==> src/hft_pkg.sv <==
// Shared types and constants for the header field tokenizer.
// No dependencies; imported by every module of the block.
package hft_pkg;

   localparam int HFT_MAX_LENGTH  = 65536;
   localparam int HFT_MAX_HEADERS = 64;

   localparam logic [7:0] BYTE_CR    = 8'd13;
   localparam logic [7:0] BYTE_LF    = 8'd10;
   localparam logic [7:0] BYTE_COLON = 8'd58;
   localparam logic [7:0] BYTE_SPACE = 8'd32;
   localparam logic [7:0] BYTE_NUL   = 8'd0;

   localparam logic [1:0] KIND_RECORD = 2'd0;
   localparam logic [1:0] KIND_DONE   = 2'd1;
   localparam logic [1:0] KIND_ERROR  = 2'd2;

   typedef enum logic [1:0] {
      PH_SKIP,
      PH_KEY,
      PH_WS,
      PH_VALUE
   } phase_type;

   typedef struct packed {
      logic [1:0]  kind;
      logic [15:0] key_start;
      logic [15:0] key_length;
      logic [15:0] value_start;
      logic [15:0] value_length;
      logic [5:0]  header_index;
      logic [16:0] consumed;
      logic        overflow;
      logic        last_result;
   } hft_result_type;

   // Up to two results per byte: a record, then possibly the closing done.
   typedef struct packed {
      logic           r0_valid;
      hft_result_type r0;
      logic           r1_valid;
      hft_result_type r1;
   } hft_pair_type;

endpackage

==> src/hft_parse_core.sv <==
// Line parser state and per-byte result logic, plus the start offset register.
// Depends on hft_pkg.
module hft_parse_core #(
   parameter int MAX_LENGTH  = hft_pkg::HFT_MAX_LENGTH,
   parameter int MAX_HEADERS = hft_pkg::HFT_MAX_HEADERS
) (
   input  logic                clock,
   input  logic                reset,
   input  logic                csr_we,
   input  logic [15:0]         csr_wdata,
   input  logic                step,
   input  logic [7:0]          in_byte,
   input  logic                in_end,
   output hft_pkg::hft_pair_type pair
);
   import hft_pkg::*;

   localparam int PW = $clog2(MAX_LENGTH);
   localparam int HW = $clog2(MAX_HEADERS + 1);
   localparam int XW = (PW + 1 > 17) ? PW + 1 : 17;
   localparam logic [PW-1:0] LAST_POS = PW'(MAX_LENGTH - 1);
   localparam logic [HW-1:0] CAP      = HW'(MAX_HEADERS);

   logic [15:0]   start_offset_ff;
   phase_type     phase_ff, phase_in;
   logic [PW-1:0] position_ff, position_in;
   logic [PW-1:0] line_start_ff, line_start_in;
   logic [PW-1:0] colon_ff, colon_in;
   logic [PW-1:0] value_begin_ff, value_begin_in;
   logic          cr_pending_ff, cr_pending_in;
   logic [HW-1:0] header_count_ff, header_count_in;
   logic          seen_first_ff, seen_first_in;
   logic          overflowed_ff, overflowed_in;

   always_comb begin
      logic [XW-1:0] pos_x;
      logic [XW-1:0] ls_x;
      logic [XW-1:0] col_x;
      logic [XW-1:0] vb_x;
      logic [XW-1:0] kl_x;
      logic [XW-1:0] vl_x;
      logic [XW-1:0] cons_x;
      logic [XW-1:0] cnt_x;
      logic          end_b;
      logic          do_fin;
      logic [1:0]    fin_kind;
      logic          go_key;
      logic          go_value;
      logic          cr_cur;
      logic          rec_v;
      logic          rec_ovf;
      hft_result_type rec;
      hft_result_type fin;

      phase_in        = phase_ff;
      position_in     = position_ff + PW'(1);
      line_start_in   = line_start_ff;
      colon_in        = colon_ff;
      value_begin_in  = value_begin_ff;
      cr_pending_in   = cr_pending_ff;
      header_count_in = header_count_ff;
      seen_first_in   = seen_first_ff;
      overflowed_in   = overflowed_ff;

      pos_x    = XW'(position_ff);
      ls_x     = '0;
      col_x    = XW'(colon_ff);
      vb_x     = '0;
      kl_x     = '0;
      vl_x     = '0;
      cons_x   = '0;
      cnt_x    = XW'(header_count_ff);
      end_b    = in_end || (position_ff == LAST_POS);
      do_fin   = 1'b0;
      fin_kind = KIND_DONE;
      go_key   = 1'b0;
      go_value = 1'b0;
      cr_cur   = cr_pending_ff;
      rec_v    = 1'b0;
      rec_ovf  = 1'b0;
      rec      = '0;
      fin      = '0;

      case (phase_ff)
         PH_SKIP: begin
            if (pos_x < XW'(start_offset_ff)) begin
               if (end_b) begin
                  do_fin   = 1'b1;
                  fin_kind = KIND_ERROR;
               end
            end else begin
               seen_first_in = 1'b1;
               if (in_byte == BYTE_NUL) begin
                  do_fin   = 1'b1;
                  fin_kind = KIND_ERROR;
               end else if (in_byte inside {BYTE_CR, BYTE_LF}) begin
                  if (end_b) begin
                     do_fin   = 1'b1;
                     fin_kind = KIND_ERROR;
                  end
               end else if (end_b && !seen_first_ff) begin
                  // first parsed byte is also the last one
                  do_fin   = 1'b1;
                  fin_kind = KIND_ERROR;
               end else begin
                  line_start_in = position_ff;
                  go_key        = 1'b1;
               end
            end
         end
         PH_KEY: begin
            go_key = 1'b1;
         end
         PH_WS: begin
            if (in_byte == BYTE_NUL) begin
               do_fin = 1'b1;
               cons_x = XW'(line_start_ff);
            end else if (in_byte <= BYTE_SPACE) begin
               if (end_b) begin
                  do_fin = 1'b1;
                  cons_x = XW'(line_start_ff);
               end
            end else begin
               value_begin_in = position_ff;
               cr_cur         = 1'b0;
               go_value       = 1'b1;
            end
         end
         PH_VALUE: begin
            go_value = 1'b1;
         end
         default: begin
            phase_in        = PH_SKIP;
            position_in     = '0;
            line_start_in   = '0;
            colon_in        = '0;
            value_begin_in  = '0;
            cr_pending_in   = 1'b0;
            header_count_in = '0;
            seen_first_in   = 1'b0;
            overflowed_in   = 1'b0;
         end
      endcase

      if (go_key) begin
         phase_in = PH_KEY;
         if (in_byte == BYTE_NUL || end_b) begin
            do_fin = 1'b1;
            cons_x = XW'(line_start_in);
         end else if (in_byte == BYTE_COLON) begin
            colon_in = position_ff;
            phase_in = PH_WS;
         end
      end

      if (go_value) begin
         phase_in = PH_VALUE;
         vb_x     = XW'(value_begin_in);
         if (cr_cur && in_byte == BYTE_LF) begin
            ls_x    = XW'(line_start_ff);
            kl_x    = col_x - ls_x;
            vl_x    = pos_x - XW'(1) - vb_x;
            rec_ovf = (header_count_ff == CAP);
            rec_v   = 1'b1;
            rec.kind         = KIND_RECORD;
            rec.key_start    = ls_x[15:0];
            rec.key_length   = kl_x[15:0];
            rec.value_start  = vb_x[15:0];
            rec.value_length = vl_x[15:0];
            rec.header_index = cnt_x[5:0];
            rec.overflow     = rec_ovf;
            if (rec_ovf) begin
               overflowed_in = 1'b1;
            end else begin
               header_count_in = header_count_ff + HW'(1);
            end
            line_start_in = position_ff + PW'(1);
            cr_pending_in = 1'b0;
            phase_in      = PH_KEY;
            if (end_b) begin
               // line closes on the final byte: consumed runs past the LF
               do_fin = 1'b1;
               cons_x = pos_x + XW'(1);
            end
         end else if (in_byte == BYTE_NUL || end_b) begin
            do_fin = 1'b1;
            cons_x = XW'(line_start_ff);
         end else begin
            cr_pending_in = (in_byte == BYTE_CR);
         end
      end

      if (do_fin) begin
         fin.kind        = fin_kind;
         fin.consumed    = (fin_kind == KIND_DONE) ? cons_x[16:0] : 17'd0;
         fin.overflow    = overflowed_in;
         fin.last_result = 1'b1;
         phase_in        = PH_SKIP;
         position_in     = '0;
         line_start_in   = '0;
         colon_in        = '0;
         value_begin_in  = '0;
         cr_pending_in   = 1'b0;
         header_count_in = '0;
         seen_first_in   = 1'b0;
         overflowed_in   = 1'b0;
      end

      pair = '0;
      if (rec_v) begin
         pair.r0_valid = 1'b1;
         pair.r0       = rec;
         pair.r1_valid = do_fin;
         pair.r1       = fin;
      end else begin
         pair.r0_valid = do_fin;
         pair.r0       = fin;
      end
   end

   always_ff @(posedge clock) begin
      if (reset) begin
         start_offset_ff <= '0;
         phase_ff        <= PH_SKIP;
         position_ff     <= '0;
         line_start_ff   <= '0;
         colon_ff        <= '0;
         value_begin_ff  <= '0;
         cr_pending_ff   <= 1'b0;
         header_count_ff <= '0;
         seen_first_ff   <= 1'b0;
         overflowed_ff   <= 1'b0;
      end else begin
         if (csr_we) begin
            start_offset_ff <= csr_wdata;
         end
         if (step) begin
            phase_ff        <= phase_in;
            position_ff     <= position_in;
            line_start_ff   <= line_start_in;
            colon_ff        <= colon_in;
            value_begin_ff  <= value_begin_in;
            cr_pending_ff   <= cr_pending_in;
            header_count_ff <= header_count_in;
            seen_first_ff   <= seen_first_in;
            overflowed_ff   <= overflowed_in;
         end
      end
   end

   a_second_is_done: assert property (@(posedge clock) disable iff (reset)
      pair.r1_valid |-> (pair.r0_valid && pair.r0.kind == KIND_RECORD
                         && pair.r1.last_result && pair.r1.kind == KIND_DONE))
      else $error("second result must be a done after a record");

   a_restart_after_last: assert property (@(posedge clock) disable iff (reset)
      (step && pair.r0_valid && pair.r0.last_result) |=>
         (position_ff == '0 && phase_ff == PH_SKIP && header_count_ff == '0))
      else $error("message state not cleared after final result");

   a_count_cap: assert property (@(posedge clock) disable iff (reset)
      header_count_ff <= CAP)
      else $error("header count beyond capacity");

endmodule

==> src/hft_out_buffer.sv <==
// Result register with one spare slot for the second result of a byte.
// Depends on hft_pkg.
module hft_out_buffer (
   input  logic                   clock,
   input  logic                   reset,
   input  logic                   step,
   input  hft_pkg::hft_pair_type  pair,
   output logic                   space,
   output logic                   out_valid,
   input  logic                   out_ready,
   output hft_pkg::hft_result_type out_result
);
   import hft_pkg::*;

   logic           out_valid_ff, out_valid_in;
   logic           extra_valid_ff, extra_valid_in;
   hft_result_type out_ff, out_in;
   hft_result_type extra_ff, extra_in;
   logic           pop;

   assign pop   = out_valid_ff && out_ready;
   assign space = !extra_valid_ff && (!out_valid_ff || pop);

   always_comb begin
      out_valid_in   = out_valid_ff;
      extra_valid_in = extra_valid_ff;
      out_in         = out_ff;
      extra_in       = extra_ff;
      if (step) begin
         out_valid_in   = pair.r0_valid;
         out_in         = pair.r0;
         extra_valid_in = pair.r1_valid;
         extra_in       = pair.r1;
      end else if (pop) begin
         out_valid_in   = extra_valid_ff;
         out_in         = extra_ff;
         extra_valid_in = 1'b0;
      end
   end

   always_ff @(posedge clock) begin
      if (reset) begin
         out_valid_ff   <= 1'b0;
         extra_valid_ff <= 1'b0;
      end else begin
         out_valid_ff   <= out_valid_in;
         extra_valid_ff <= extra_valid_in;
      end
      out_ff   <= out_in;
      extra_ff <= extra_in;
   end

   assign out_valid  = out_valid_ff;
   assign out_result = out_ff;

   a_extra_behind_out: assert property (@(posedge clock) disable iff (reset)
      extra_valid_ff |-> out_valid_ff)
      else $error("spare slot filled while result register empty");

   a_no_step_when_full: assert property (@(posedge clock) disable iff (reset)
      step |-> space)
      else $error("byte processed without room for its results");

endmodule

==> src/header_field_tokenizer_unit.sv <==
// Top level of the header field tokenizer: input register, parser, result buffer.
// Depends on hft_pkg, hft_parse_core and hft_out_buffer.
//
// Usage:
//   req_*  : one header byte per transfer, tlast marks the final byte of a buffer.
//   rsp_*  : results; tuser is the kind (record, done, error), tlast marks the
//            final result of a message. After it the next byte is offset 0 again.
//   csr_*  : start offset register, written while the block is idle.
// Path: a byte taken on req is held in the input register while it is parsed;
//   its results are registered in the result register and presented on rsp.
// Throughput: one byte per cycle while rsp_tready is high and the spare slot is
//   empty. A byte that closes a line on the last byte gives two results; the
//   second sits in a spare slot and the parser waits for it to drain.
// Stall: when rsp_tready is low the result register holds, the parser stops and
//   req_tready drops once the input register holds a byte.
// Reset: synchronous; clears the start offset to 0 and all parse state.
module header_field_tokenizer_unit #(
   parameter int MAX_LENGTH  = hft_pkg::HFT_MAX_LENGTH,
   parameter int MAX_HEADERS = hft_pkg::HFT_MAX_HEADERS
) (
   input  logic        clock,
   input  logic        reset,
   input  logic        req_tvalid,
   output logic        req_tready,
   input  logic [7:0]  req_tdata,   // [7:0] data_byte
   input  logic        req_tlast,   // end_of_data
   output logic        rsp_tvalid,
   input  logic        rsp_tready,
   output logic [87:0] rsp_tdata,   // key_start, key_length, value_start, value_length,
                                    // header_index, consumed, overflow (lowest first)
   output logic [1:0]  rsp_tuser,   // kind
   output logic        rsp_tlast,   // last_result
   input  logic        csr_we,
   input  logic [15:0] csr_wdata
);
   import hft_pkg::*;

   logic           s1_valid_ff;
   logic [7:0]     s1_byte_ff;
   logic           s1_end_ff;
   logic           s1_fire;
   logic           space;
   hft_pair_type   pair;
   hft_result_type res;

   assign s1_fire    = s1_valid_ff && space;
   assign req_tready = !s1_valid_ff || s1_fire;

   always_ff @(posedge clock) begin
      if (reset) begin
         s1_valid_ff <= 1'b0;
      end else if (req_tvalid && req_tready) begin
         s1_valid_ff <= 1'b1;
      end else if (s1_fire) begin
         s1_valid_ff <= 1'b0;
      end
      if (req_tvalid && req_tready) begin
         s1_byte_ff <= req_tdata;
         s1_end_ff  <= req_tlast;
      end
   end

   hft_parse_core #(
      .MAX_LENGTH  (MAX_LENGTH),
      .MAX_HEADERS (MAX_HEADERS)
   ) u_core (
      .clock     (clock),
      .reset     (reset),
      .csr_we    (csr_we),
      .csr_wdata (csr_wdata),
      .step      (s1_fire),
      .in_byte   (s1_byte_ff),
      .in_end    (s1_end_ff),
      .pair      (pair)
   );

   hft_out_buffer u_out (
      .clock      (clock),
      .reset      (reset),
      .step       (s1_fire),
      .pair       (pair),
      .space      (space),
      .out_valid  (rsp_tvalid),
      .out_ready  (rsp_tready),
      .out_result (res)
   );

   assign rsp_tdata = {res.overflow, res.consumed, res.header_index, res.value_length,
                       res.value_start, res.key_length, res.key_start};
   assign rsp_tuser = res.kind;
   assign rsp_tlast = res.last_result;

   a_ready_when_empty: assert property (@(posedge clock) disable iff (reset)
      !req_tready |-> s1_valid_ff)
      else $error("input stalled with an empty input register");

   a_last_not_record: assert property (@(posedge clock) disable iff (reset)
      rsp_tvalid |-> (rsp_tlast == (rsp_tuser != KIND_RECORD)))
      else $error("final-result flag does not match result kind");

endmodule

==> config.mk <==
export PLATFORM = sky130hd
export DESIGN_NAME = header_field_tokenizer_unit
export DESIGN_NICKNAME = d
export VERILOG_FILES = /design/src/hft_pkg.sv /design/src/hft_parse_core.sv /design/src/hft_out_buffer.sv /design/src/header_field_tokenizer_unit.sv
export SDC_FILE = /design/constraint.sdc
export NUM_CORES = 1
export LEC_CHECK = 0
export BUFFER_PORTS_ARGS = -buffer_cell sky130_fd_sc_hd__clkbuf_2
export CAP_MARGIN = 25
export CORE_ASPECT_RATIO = 1.1
export CORE_MARGIN = 2
export CORE_UTILIZATION = 64
export DETAILED_ROUTE_END_ITERATION = 10
export PLACE_DENSITY = 0.82
export SKIP_CTS_REPAIR_TIMING = 1
export SLEW_MARGIN = 0
export SYNTH_ARGS = -nofsm -noshare
export SYNTH_HDL_FRONTEND = slang
export SYNTH_SLANG_ARGS = --single-unit
==> constraint.sdc <==
create_clock -name clock -period 10.3 [get_ports clock]
set_input_delay 0.515 -clock clock [delete_from_list [all_inputs] [get_ports clock]]
set_output_delay 0.515 -clock clock [all_outputs]
set_load 0.005 [all_outputs]
# Word-level counts from Yosys, hierarchy flattened
# Index checks and enable logic that the tools add are counted.
# word_totals
memories	0
mem_bits_ro	0
latch_bits	0
word_cells	182
input_bits	30
reg_bits	286
ram_bits	0
out_inout_bits	93
# classes
n_eq_ne	13
reduce_logical	30
bitwise_logic	0
add_sub_neg	6
div	0
shift	0
mul	0
muxes	98
n_lt_le_gt_ge	2
# ops
op	n
$mux W16	18
$mux W92	2
$mux W91	2
$mux W17	10
$mux W72	1
$mux W70	1
$mux W1	43
$sub A16 B16 Y16	2
$mux W7	4
$mux W2	13
$mux W19	1
$add A16 B1 Y17 const B	1
$add A16 B1 Y16 const B	1
$eq A16 B16 Y1 const B	1
$eq A8 B4 Y1 const B	2
$lt A16 B16 Y1	1
$reduce_bool A2 Y1	8
$sub A16 B1 Y16 const B	1
$eq A8 B6 Y1 const B	1
$le A8 B6 Y1 const B	1
$logic_not A8 Y1	1
$reduce_and A4 Y1	2
$add A7 B1 Y7 const B	1
$eq A7 B7 Y1 const B	1
other kinds (12)	30

# Depth between registers and ports, before layout
# Gate-level depths: netlist (run 1).
# logic_depth
word_depth	17
depth_mapped	17
mapped_depth_nobuf	15

# Cells and area by module
# From an unflattened synthesis (run 1), not the netlist that was laid out.
# unflattened
cells_unflattened	1317
area_unflattened_um2	14505.2
# modules_own_cells
module	cells_per_inst	area_each_um2	instances
hft_parse_core	1006	7502.2	1
hft_out_buffer	296	6670.1	1
header_field_tokenizer_unit	15	332.8	1

# Worst setup path before layout (run 1)
# OpenSTA, ideal clock, no wires.
# synth_path
kind	register to register
from	register s1_byte_ff[4]
to	register u_out.out_ff (netlist bit u_out.out_result[39]) (data pin)
path_stages_with_launch	18
required_time_ps	10034
t_arrival_ps	4176
path_slack_ps	5858
synth_period_minus_slack_ps	4442
setup_ps	266
path_cell_list	edfxtp_1 nor2_1 a31oi_1 and2_1 buf_2 buf_2 mux2i_1 ha_1 fa_1 a21o_1 a21o_1 a2111oi_0 o311ai_0 a21o_1 a21oi_1 o211ai_1 xnor2_1 nor2_1
# synth_via
elab_chain_len	9
word_cells_on_any_way	20
cone_classes	1 x add/sub; 1 x order compare; 1 x eq/ne; 15 x mux; 2 x reduce/logical
# synth_rtl
item	line_no	rtl
start, declared	header_field_tokenizer_unit.sv:39	logic [7:0] s1_byte_ff;
start signal, assigned	header_field_tokenizer_unit.sv:58	s1_byte_ff <= req_tdata;
$le A8 B6 Y1	hft_parse_core.sv:118	end else if (in_byte <= BYTE_SPACE) begin
$mux W16 or $mux W1 (tied branches)	hft_parse_core.sv:118	
$mux W16 or $mux W1 (tied branches)	hft_parse_core.sv:115	if (in_byte == BYTE_NUL) begin
$mux W16 or $mux W1 (tied branches)	hft_parse_core.sv:84	case (phase_ff)
$sub A16 B16 Y16 or $logic_and A1 B1 Y1 (tied branches)	hft_parse_core.sv:162, hft_parse_core.sv:159	
$mux W70 or $mux W1 (tied branches)	hft_parse_core.sv:159	if (cr_cur && in_byte == BYTE_LF) begin
$mux W72 or $mux W1 (tied branches)	hft_parse_core.sv:156	if (go_value) begin
$mux W92 (*)	hft_parse_core.sv:210	if (rec_v) begin
$mux W91 (*)	hft_out_buffer.sv:29	if (step) begin
end signal, assigned	hft_out_buffer.sv:49	out_ff <= out_in;
end, declared	hft_out_buffer.sv:17	hft_result_type out_ff, out_in;
# Mark *: on every way between the ends. The rest lies on a longest branch, timed or not.
# A chain may end at the register's enable or synchronous reset.

# Worst setup path in the final report (run 1)
# Same ends and word-level chain as after synthesis.

==> out/results.txt, run 1 <==
The relative area change from synthesis to final layout works out to 13.9%. The run gives 1 as the level count of the clock H-tree. Worst flop-to-flop path startpoint: s1_byte_ff[4]$_DFFE_PP_. Share of the clock period used by the worst path after layout: 0.491. For the pin with the worst max-slew slack, the measured transition is 1.04 ns. The first global-routing pass estimated 42100 um of wire. The die footprint was 18200 um2; the clock transition time at the flip-flop clock pins of the worst setup and hold paths was 0.06 ns. A synthesized cell averages 9.92 um2. The largest total area in the synthesized netlist belongs to edfxtp_1. The run gives 7 as the count of TritonRoute iterations in the first routing pass. Counting I/O delays and the setup requirement, the final critical path takes 5.06 ns.

The number of placement rows is 50. In the routed layout, each cell is associated on average with a via count of 6.25. The proportion of synthesized chip area in sequential cells came out at 0.505. Counting stages on the worst path, the most repeated cell is a21o_1. Worst hold-check path type: in2reg. STA classifies the critical path startpoint as a flop. The count of final setup violators is 0, and the area share of the largest cell type after synthesis is 0.331.

For this run, the leading register cell type out of synthesis is edfxtp_1. On the critical path the largest part of the delay comes from compound AO/OA/AOI/OAI gates. For the total global routing track utilization, the log shows 0.290. Along the worst path, the maximum fanout reaches 19.

The count of final hold-check violations was 0; the share of synthesized flip-flops with an asynchronous set or reset was 0. The total negative slack is 0 ns, and the gate count of the mapped netlist is 1105. The stage delay of the slowest cell on the critical path is 0.64 ns.

The number of max-capacitance violations reported is 0, and the antenna cell count is 0. For the number of top-level pins, the log shows 123. The tools report the via count of the first global-routing pass as 8319. The total of buffers placed on input and output ports is 122.

Summed over all layers, the routed wires come to 26700 um. The detailed router finished its first iteration with 871 violations. The largest vdd supply drop came out at 127 uV. The standard cell with the maximum stage delay on the critical path was a2111oi_0. The run gives 0.649 as the effective utilization at floorplan. For the initial antenna violation count, the log shows 0. The sum of buffers and inverters on the critical path works out to 1. Most frequent cell after synthesis: nor2_1.

For the post-route total power, the log shows 1990 uW. The tools report the origin of the worst min-delay path as req_tdata[3]. Setup repair after global routing left no endpoint under its margin. The worst slew margin relative to its limit is 0.303. On the final layout, the worst clock skew is 0.0126 ns. Summing every instance area after synthesis gives 11000 um2.

The die is 129 um wide. The post-synthesis sequential element count is 216, and the clock sink total is 216. Yosys printed 0 warnings. The number of flops mapped to enable cells by yosys was 121; the fraction of final layout cells with drive strength greater than 1 was 0.166. No sink is reached through more buffers than the 3 on the longest clock path. Dividing the detail-routed wire length by the instance count gives 18.8 um. For this run the aggregate overflow at the end of global routing stands at 0. Summed over all cells, the static leakage comes to 0.00497 uW. The critical path starts at s1_byte_ff[4]$_DFFE_PP_. Entering global routing, the biggest net connects 88 pins.

Yosys attributes the largest share of cell area to edfxtp_1 33%, dfxtp_1 17%, nor2_1 5.9%. The highest achievable clock rate was 198 MHz; the number of vias after detailed routing was 8886. The flow ran to the end, and the final reports show no timing, DRC or antenna violations. Detailed placement finished with a half-perimeter wire length of 17200 um. The tools report the master cell of the clock root buffer as clkbuf_16. Clock latency on the worst-skew pair, taken at its later pin, is 0.51 ns. For the remaining design rule violation count, the log shows 0.

The tools report the post-detailed-route count of antenna-violating nets as 0. In this run the power density over the cells is 159 nW/um2. The count of cell types in the netlist was 75.

The net count of the mapped netlist was 1185. Fill cells in the final layout number 1159. Routability-driven placement finished with a final weighted congestion of 0.926. The final number of max-transition violations is 0.

The critical path data arrival time came out at 5.29 ns. The number of nets in the final layout was 1278; the data required time at the worst endpoint was 10.54 ns. Counting instances in the post-synthesis netlist gives the leading cell types as 173 x nor2_1, 121 x edfxtp_1, 95 x dfxtp_1, 85 x nand2_1, 62 x a21oi_1. In this run the vertical extent of the chip is 141 um.

TritonCTS built the clock tree. The critical path goes through nor2_1, a31oi_1, and2_1, buf_4, mux2i_1, ha_1, fa_1, a21o_1, a21o_1, a2111oi_0, o311ai_0, a21o_1, a21oi_1, o211ai_1, xnor2_1, nor2_1. In this run the standard cell core region covers 16900 um2.

The worst setup path is captured at a flop. Clock tree synthesis inserted a total of 22 buffers. The critical path class was reg2reg.
## report_power, final
| part | internal (uW) | switching (uW) | leakage [uW] | total (uW) |
|---|---|---|---|---|
| registers | 944 | 15.0 | 0.00192 | 959 |
| logic | 52.7 | 93.2 | 0.00266 | 146 |
| clock network | 535 | 347 | 0.000391 | 882 |
| total | 1530 | 455 | 0.00497 | 1990 |
## per-layer routing
| metal | GRT usage | vias to the layer above | share of wire |
|---|---|---|---|
| met2 | 0.478 | 500 | 0.48 |
| met3 | 0.0419 | 95 | 0.083 |
| met4 | 0.121 | 0 | 0.036 |
| met1 | 0.386 | 4148 | 0.40 |
| li1 | - | 4143 | - |
| met5 | 0 | - | 0 |
## cell type report
class                   instances  area (um2)  area share
clock buffers                  25         614      0.0492
clock inverters                15         200      0.0160
inverters                      50         188      0.0150
multi-input cells             770        4940       0.396
flip-flops and latches        216        5540       0.443
well taps                     208         260      0.0208
repair buffers                138         751      0.0601
## cell usage in the layout (no fill, tap or decap), types with 3 or more instances in the layout
master | synthesis | final
o21ai_0 | 45 | 44
nor4_1 | 5 | 5
o21a_1 | 5 | 5
a22o_1 | 20 | 20
xor2_1 | 23 | 23
clkinv_2 | 0 | 3
nor2b_1 | 9 | 8
nor2_1 | 173 | 173
clkbuf_2 | 0 | 122
or3_1 | 7 | 7
bufinv_16 | 0 | 4
a21oi_1 | 62 | 62
nand2_1 | 85 | 83
nor3_1 | 42 | 42
nor3b_1 | 3 | 3
o31ai_1 | 3 | 3
dfxtp_1 | 95 | 95
a221oi_1 | 12 | 12
nand3_1 | 26 | 26
nand2b_1 | 4 | 3
o21ai_1 | 2 | 3
ha_1 | 48 | 48
xnor2_1 | 22 | 22
clkinvlp_4 | 0 | 4
mux2i_1 | 43 | 43
nand3_2 | 3 | 3
buf_4 | 4 | 15
clkbuf_16 | 0 | 24
nand4_1 | 7 | 7
a21o_1 | 14 | 14
inv_1 | 50 | 50
a31oi_1 | 9 | 9
a32o_1 | 11 | 11
edfxtp_1 | 121 | 121
and2_1 | 9 | 9
and3_1 | 15 | 15
o211ai_1 | 5 | 5
a211oi_1 | 7 | 7
## through the flow
stage          instances  area, um2  worst slack, ns  utilization  hold slack [ns]
2_1_floorplan       1105      11000             5.86            -            0.449
3_3_place_gp        1379      11600             5.68        0.689            0.466
3_5_place_dp        1381      11700             5.52        0.691            0.475
4_1_cts             1421      12500             5.30        0.739            0.178
5_1_grt             1422      12500             4.87        0.739            0.178
6_report            1422      12500             5.24        0.739            0.185
## worst paths after layout
check	endpoint	slack [ns]	cells after the start
setup / recovery	u_out.out_result[39]$_SDFFCE_PN0P_	5.24	16
hold / removal	s1_byte_ff[3]$_DFFE_PP_	0.19	1
setup reg to reg	u_out.out_result[39]$_SDFFCE_PN0P_	5.24	16
hold reg to reg	u_core.colon_ff[7]$_SDFFE_PP0P_	0.49	1
## cells by family (layout without fill, tap and decap cells)
kind of cell    Yosys count  after routing  synth area share
compound gates          228            228             0.144
xor+xnor                 45             45            0.0360
fa+ha+maj                50             50            0.0584
buf+inv                 119            228            0.0457
flops                   216            216             0.505
mux                      44             44            0.0405
other cells               1              1          0.000342
simple gates            402            402             0.171
## flip-flops by register name (all words and copies together), names as in the netlist
| signal | count |
|---|---|
| u_core.position_ff | 16 |
| u_out.out_result | 91 |
| u_core.overflowed_ff | 1 |
| s1_valid_ff | 1 |
| s1_end_ff | 1 |
| u_core.value_begin_ff | 16 |
| u_core.colon_ff | 16 |
| u_core.start_offset_ff | 16 |
| u_out.out_valid | 1 |
| u_core.header_count_ff | 7 |
| u_out.extra_valid_ff | 1 |
| u_out.extra_ff | 21 |
| s1_byte_ff | 8 |
| u_core.seen_first_ff | 1 |
| u_core.cr_pending_ff | 1 |
| u_core.phase_ff | 2 |
| u_core.line_start_ff | 16 |
No activity file was read; power rests on OpenSTA's default activity.
==> inputs of run 2 (changes only) <==
CORE_UTILIZATION = 59   (was 64)
PLACE_DENSITY = 0.76   (was 0.82)
clock period = 5.2 ns   (was 10.3 ns; I/O delays follow)
==> out/results.txt, run 2 (synthesized netlist as in run 1, its figures left out) <==
The run finished, with violations left. The final reports fail on negative hold slack. The number of buffers created by CTS is 22 (unchanged), and the post-detailed-routing wire length is 26900 um (+0.77%). The logs give 0.00997 ns (-0.00264 ns) for the clock tree skew after final layout and 1 (unchanged) for the level count of the clock H-tree. The count of final setup violators came out at 0 (unchanged).

For the initial antenna violation count, the log shows 1 (+1). The post-detailed-route count of antenna-violating nets came out at 0 (unchanged). The logs give 0.600 (-0.0494) for the effective utilization at floorplan and 52 (+4.0%) for the number of placement rows. In this run the most critical hold path is launched from csr_wdata[15]. The most common cell after layout, fill and taps aside was nor2_1. Clock tree synthesis selected as its root buffer the cell clkbuf_16. The remaining global-route overflow was 0 (unchanged); the largest fanout of any net on the critical path was 18 (-1). TritonCTS built the clock tree.

The fraction of final layout cells with drive strength greater than 1 is 0.165 (-0.00148). The remaining design rule violation count came out at 0 (unchanged). By startpoint and endpoint, the worst setup path is classified as reg2reg.

Worst hold-check path type: in2reg. The post-route total power was 3770 uW (+90%); the global placement routability congestion was 0.942 (+1.7%). The logs give 19700 um2 (+8.2%) for the die footprint and 5 (-2) for the count of TritonRoute iterations in the first routing pass. The maximum number of pins on one net before global-route repair came out at 64 (-27%). The number of nets in the final layout was 1301 (+1.8%).

The logs give 42200 um (+0.25%) for the wire length of the first global-routing pass and 5.44 ns (-5.10 ns) for the data required time at the worst endpoint. STA classifies the critical path startpoint as a flop. The total negative slack is 0 ns (unchanged). The run gives 8259 (-0.72%) as the via count of the first global-routing pass. The worst-case register-to-register setup slack is 0.38 ns (-4.86 ns). The endpoint kind of the worst setup timing path was a flop. The critical path data arrival time came out at 5.06 ns (-0.23 ns).

Clock insertion delay at the later pin of the skew report: 0.51 ns (about the same). The run gives 666 (-24%) as the DRC marker count from the first detailed-route iteration. The tools report the leakage dissipation as 0.00503 uW (+1.1%). The worst hold path stage count is 3 (+2), and the height of the die is 147 um (+4.0%).

The number of max-capacitance violations reported was 0 (unchanged); the number of top-level pins was 123 (unchanged). The shortest clock period the worst path allows after layout was 4.82 ns (-0.237 ns); the buffer levels on the longest clock path was 3 (unchanged). The total of buffers placed on input and output ports was 122 (unchanged). The cell area power density is 299 nW/um2 (+88%).

The die extent in x is 134 um (+4.0%), and the total global routing track utilization is 0.267 (-0.0225). The final number of max-transition violations was 0 (unchanged). Setup repair after global routing left no endpoint under its margin.

The run gives 18000 um (+4.3%) as the half-perimeter wire length of the detailed placement result. Mean number of vias per cell: 5.92 (-5.2%). The clock sink total came out at 216 (unchanged). The endpoint identified for the worst register-to-register timing path is u_out.out_result[39]$_SDFFCE_PN0P_.

Length in cells of the worst reg-to-reg path: 15 (-1). The number of vias after detailed routing came out at 8771 (-1.3%). The worst slew margin relative to its limit came out at 0.463 (+0.160). The count of final hold-check violations came out at 5 (+5).

In the layout the commonest cells are 173 x nor2_1, 122 x clkbuf_2, 121 x edfxtp_1. The highest achievable clock rate is 207 MHz (+4.9%), and the clock transition time at the flip-flop clock pins of the worst setup and hold paths is 0.06 ns (about the same). In this run the critical register-to-register path is launched from s1_byte_ff[1]$_DFFE_PP_.

Tightest hold margin: -0.0135 ns (-0.199 ns). The largest vdd supply drop is 279 uV (+120%). The flip-flop count of the largest register, all copies and words added works out to 91 (unchanged). Compared with the post-synthesis result, the final layout area differs by 15.1%. The share of the clock period used by the worst path after layout came out at 0.927 (+0.436). The wire length per cell after detailed routing works out to 18.2 um (-3.2%).

The run gives 18300 um2 (+8.2%) as the area of the core. The slew at the pin closest to its max-slew limit came out at 0.805 ns (-0.234 ns). The end point of the worst hold path is u_core.start_offset_ff[15]$_SDFFE_PP0P_.
[run 2: cell count changes in the layout (fill, tap and decap cells not counted), sizes merged]
cell         previous run  this run
clkinv                  4         7
inv                    53        50
bufinv                  4         2
dlygate4sd3             0        13
clkinvlp                4         2
clkbuf                147       151
buf                    16        26
diode                   0         1
[run 2: through the flow]
step / setup slack, ns / instances / util / instance area (um2)
5_1_grt: 0.0209 / 1480 / 0.690 / 12600
3_5_place_dp: 0.425 / 1425 / 0.643 / 11800
2_1_floorplan: 0.758 / 1105 / - / 11000
3_3_place_gp: 0.552 / 1425 / 0.643 / 11800
6_report: 0.379 / 1481 / 0.690 / 12600
4_1_cts: 0.391 / 1465 / 0.682 / 12500
[run 2: cell type report]
type	instances	area, um2
Tap cell	243	304
Fill cell	1439	5660
Clock buffer	29	608
Multi-Input combinational cell	770	4940
Clock inverter	11	106
Timing Repair Buffer	161	936
Antenna cell	1	2.50
Inverter	50	188
Sequential cell	216	5540
[run 2: per-layer routing]
layer  global-route usage  routed length (um)  up-vias
met1                0.362               11300     4125
met3               0.0418                2110       70
li1                     -                   -     4202
met4                0.106                 867        0
met5                    0                   0        -
met2                0.434               12600      374
[run 2: power breakdown]
| group | internal (uW) | total, uW | switching [uW] |
|---|---|---|---|
| clock network | 922 | 1580 | 656 |
| logic | 109 | 292 | 183 |
| registers | 1870 | 1900 | 30.0 |
| total | 2900 | 3770 | 869 |
[run 2: critical path, stage by stage, from the launching register on]
cell and delay (ns):
edfxtp_1 0.41, nor2_1 0.10, a31oi_1 0.51, and2_1 0.27
buf_4 0.32, mux2i_1 0.22, fa_1 0.52, a21o_1 0.20
a21o_1 0.23, a2111oi_0 0.66, o311ai_0 0.33, a21o_1 0.24
a21oi_1 0.21, o211ai_1 0.14, xnor2_1 0.14, nor2_1 0.05
[run 2: worst max-delay path by stage]
stage                       startpoint                                  to  slack, ns  cells after the start
2_1_floorplan  s1_byte_ff[4]$_DFFE_PP_  u_out.out_result[39]$_SDFFCE_PN0P_       0.76                     17
3_3_place_gp   s1_byte_ff[4]$_DFFE_PP_  u_out.out_result[39]$_SDFFCE_PN0P_       0.55                     15
3_5_place_dp   s1_byte_ff[4]$_DFFE_PP_  u_out.out_result[39]$_SDFFCE_PN0P_       0.43                     15
4_1_cts        s1_byte_ff[4]$_DFFE_PP_  u_out.out_result[39]$_SDFFCE_PN0P_       0.39                     15
5_1_grt        s1_byte_ff[0]$_DFFE_PP_  u_out.out_result[39]$_SDFFCE_PN0P_       0.02                     15
6_report       s1_byte_ff[1]$_DFFE_PP_  u_out.out_result[39]$_SDFFCE_PN0P_       0.38                     15
==> inputs of run 3 (changes only) <==
ABC_AREA = 1   (was default)
==> out/results.txt, run 3 <==
The run gives 0.595 (-0.00411) as the effective utilization at floorplan. The largest fanout of any net on the critical path came out at 17 (-1). The run gives 0.0404 (-0.00132) as the global routing met3 resource utilization. The logs give 0 (unchanged) for the synthesis warning total and 53 (+1.9%) for the number of placement rows. The global-route met2 utilization was 0.470 (+0.0364).

The logs give 0.335 (-0.128) for the worst slew margin relative to its limit and 1.31 ns (+0.934 ns) for the final worst setup slack. Gate count of the mapped netlist: 1379 (+25%). The logs give 123 (unchanged) for the number of top-level pins and 3 (unchanged) for the buffer levels on the longest clock path. The cell area power density was 320 nW/um2 (+7.1%); the area of the core was 19000 um2 (+3.7%).

The tools report the total negative slack as 0 ns (unchanged). TritonCTS built the clock tree. The tightest hold margin was 0.00685 ns (+0.0203 ns); the post-synthesis sequential element count was 216 (unchanged).

Count of final setup violators: 0 (unchanged). Critical path data arrival time: 4.25 ns (-0.81 ns). The worst setup path is of the reg2reg kind. Yosys instantiated no cell more often than nand2_1. The average size of a mapped cell was 8.19 um2 (-17%).

Sorting the synthesized cells by how often they occur yields 314 x nand2_1, 143 x a21oi_1, 142 x nor2_1, 133 x o21ai_0, 125 x inv_1. The flip-flop count of the largest register, all copies and words added was 91 (unchanged). The total of buffers placed on input and output ports works out to 122 (unchanged).

The level count of the clock H-tree was 1 (unchanged). The global routing stage identified its most utilized layer as met2. The tools report the master cell of the clock root buffer as clkbuf_16.

The total global routing track utilization is 0.284 (+0.0165), and the clock transition time at the flip-flop clock pins of the worst setup and hold paths is 0.06 ns (about the same). Share of synthesized flip-flops with an asynchronous set or reset: 0 (unchanged). The run gives 8958 (+8.5%) as the via count of the first global-routing pass.

The clock sink total was 216 (unchanged); the number of buffers created by CTS was 23 (+4.5%). The library cell used most frequently in the layout, excluding fill and tap cells, is nand2_1. Count of final hold-check violations: 0 (-5). The data required time at the worst endpoint came out at 5.56 ns (+0.12 ns).

The number of vias after detailed routing came out at 9883 (+13%). Remaining design rule violation count: 0 (unchanged). For the maximum number of pins on one net before global-route repair, the log shows 95 (+48%).

Routing usage on met1: 0.370 (+0.00854). The worst setup path is launched from a flop. The area share of the largest cell type after synthesis was 0.322 (-0.00973). For the largest vdd supply drop, the log shows 225 uV (-20%). The tools report the global placement routability congestion as 0.956 (+1.4%). The net count of the mapped netlist was 1459 (+23%); the final number of max-transition violations was 0 (unchanged). STA classifies the critical path endpoint as a flop. The mean number of vias per cell came out at 5.66 (-4.5%). After synthesis, the cell types taking the most area are edfxtp_1 32%, dfxtp_1 17%, nand2_1 10%.

Post-detailed-route count of antenna-violating nets: 0 (unchanged). The clock tree skew after final layout is 0.0125 ns (+0.00254 ns), and the slew at the pin closest to its max-slew limit is 0.998 ns (+0.193 ns). Height of the die: 149 um (+1.5%).

The run finished with clean final reports. The most used flip-flop cell after synthesis is edfxtp_1. Wire length per cell after detailed routing: 16.6 um (-8.6%). The run gives 0 (-1) as the initial antenna violation count. The library cells used most frequently in the layout, excluding fill and tap cells, are 313 x nand2_1, 142 x a21oi_1, 142 x nor2_1. The clock insertion delay at the later pin of the skew report is 0.51 ns (about the same). The half-perimeter wire length of the detailed placement result was 19700 um (+9.6%). Setup repair after global routing left no endpoint under its margin. The area growth from synthesis to layout is 14.7%. The number of flops mapped to enable cells by yosys is 121 (unchanged).

The run gives 45700 um (+8.4%) as the wire length of the first global-routing pass. The die extent in x was 136 um (+1.5%). Number of max-capacitance violations reported: 0 (unchanged). The leakage dissipation is 0.00520 uW (+3.5%), and the fraction of final layout cells with drive strength greater than 1 is 0.139 (-0.0256). For the synthesized area, the log shows 11300 um2 (+3.0%).

The highest achievable clock rate was 257 MHz (+24%). The count of cell types in the netlist was 47 (-37%). Of all cell types, the one taking the most synthesized area is edfxtp_1. The logs give 20300 um2 (+2.9%) for the die footprint and 5 (unchanged) for the count of TritonRoute iterations in the first routing pass. The shortest clock period the worst path allows after layout was 3.89 ns (-0.934 ns). The DRC marker count from the first detailed-route iteration was 928 (+39%). The remaining global-route overflow was 0 (unchanged). The run gives 0.490 (-0.0148) as the proportion of synthesized chip area in sequential cells. The tools report the antenna cell count as 0 (-1).

The post-placement worst setup slack was 1.38 ns (+0.957 ns). For the number of nets in the final layout, the log shows 1564 (+20%). The worst hold-check path type is in2reg.

For the post-detailed-routing wire length, the log shows 29000 um (+7.9%). The share of the clock period used by the worst path after layout is 0.747 (-0.180).
-- run 3: path summary, 6_finish.rpt --
kind,startpoint,end,slack [ns],cells after the start
worst max-delay path,u_core.phase_ff[1]$_SDFFE_PP0P_,u_out.out_result[40]$_SDFFCE_PN0P_,1.31,18
worst min-delay path,csr_we,u_core.start_offset_ff[0]$_SDFFE_PP0P_,0.007,3
worst max register to register,u_core.phase_ff[1]$_SDFFE_PP0P_,u_out.out_result[40]$_SDFFCE_PN0P_,1.31,18
worst min register to register,u_core.value_begin_ff[2]$_SDFFE_PP0P_,u_core.value_begin_ff[2]$_SDFFE_PP0P_,0.46,2
-- run 3: final cells by class --
type                    instances  area [um2]
fillers                      1566        6010
multi-input cells             967        5000
clock buffers                  31         647
repair buffers                141         798
well taps                     247         309
clock inverters                10         158
inverters                     135         507
flip-flops and latches        216        5540
-- run 3: logic make-up after synthesis --
logic type | Yosys count | share of synthesized area
simple gates | 559 | 0.208
compound gates | 334 | 0.158
flops | 216 | 0.490
buf+inv | 196 | 0.0694
fa+ha+maj | 50 | 0.0567
xor+xnor | 23 | 0.0178
other cells | 1 | 0.000332
-- run 3: where the power goes --
part,internal [uW],total (uW),switching (uW),leakage (uW)
clock network,1070,1750,672,0.000393
logic,149,478,329,0.00288
registers,1880,1920,37.1,0.00193
-- run 3: layer usage --
metal	up-vias	wire length, um	share of wire
li1	4842	-	-
met1	4471	11900	0.41
met2	459	13500	0.47
met3	111	2250	0.078
met4	0	1410	0.049
met5	-	0	0
-- run 3: worst max-delay path, cell delays in order, from the launching register on --
cell     delay, ns
dfxtp_1       0.38
inv_1         0.08
nor2_1        0.20
inv_1         0.08
nor2_2        0.60
o21ai_0       0.33
ha_1          0.46
a21oi_1       0.24
nand2_1       0.10
nand2_1       0.10
nand2_1       0.06
nand2_1       0.07
nand2_1       0.05
a21oi_1       0.20
o21ai_0       0.16
nand2_1       0.11
o21ai_0       0.10
or2_2         0.29
a21oi_1       0.13
-- run 3: per-stage QoR --
stage / cell area (um2) / std cells / total power (uW) / utilization
floorplan: 11300 / 1379 / 2280 / -
global placement: 12000 / 1695 / 2400 / 0.634
detailed placement: 12000 / 1696 / 2420 / 0.635
CTS: 12900 / 1737 / 4150 / 0.678
global route: 13000 / 1747 / 4290 / 0.683
finish: 13000 / 1747 / 4140 / 0.683
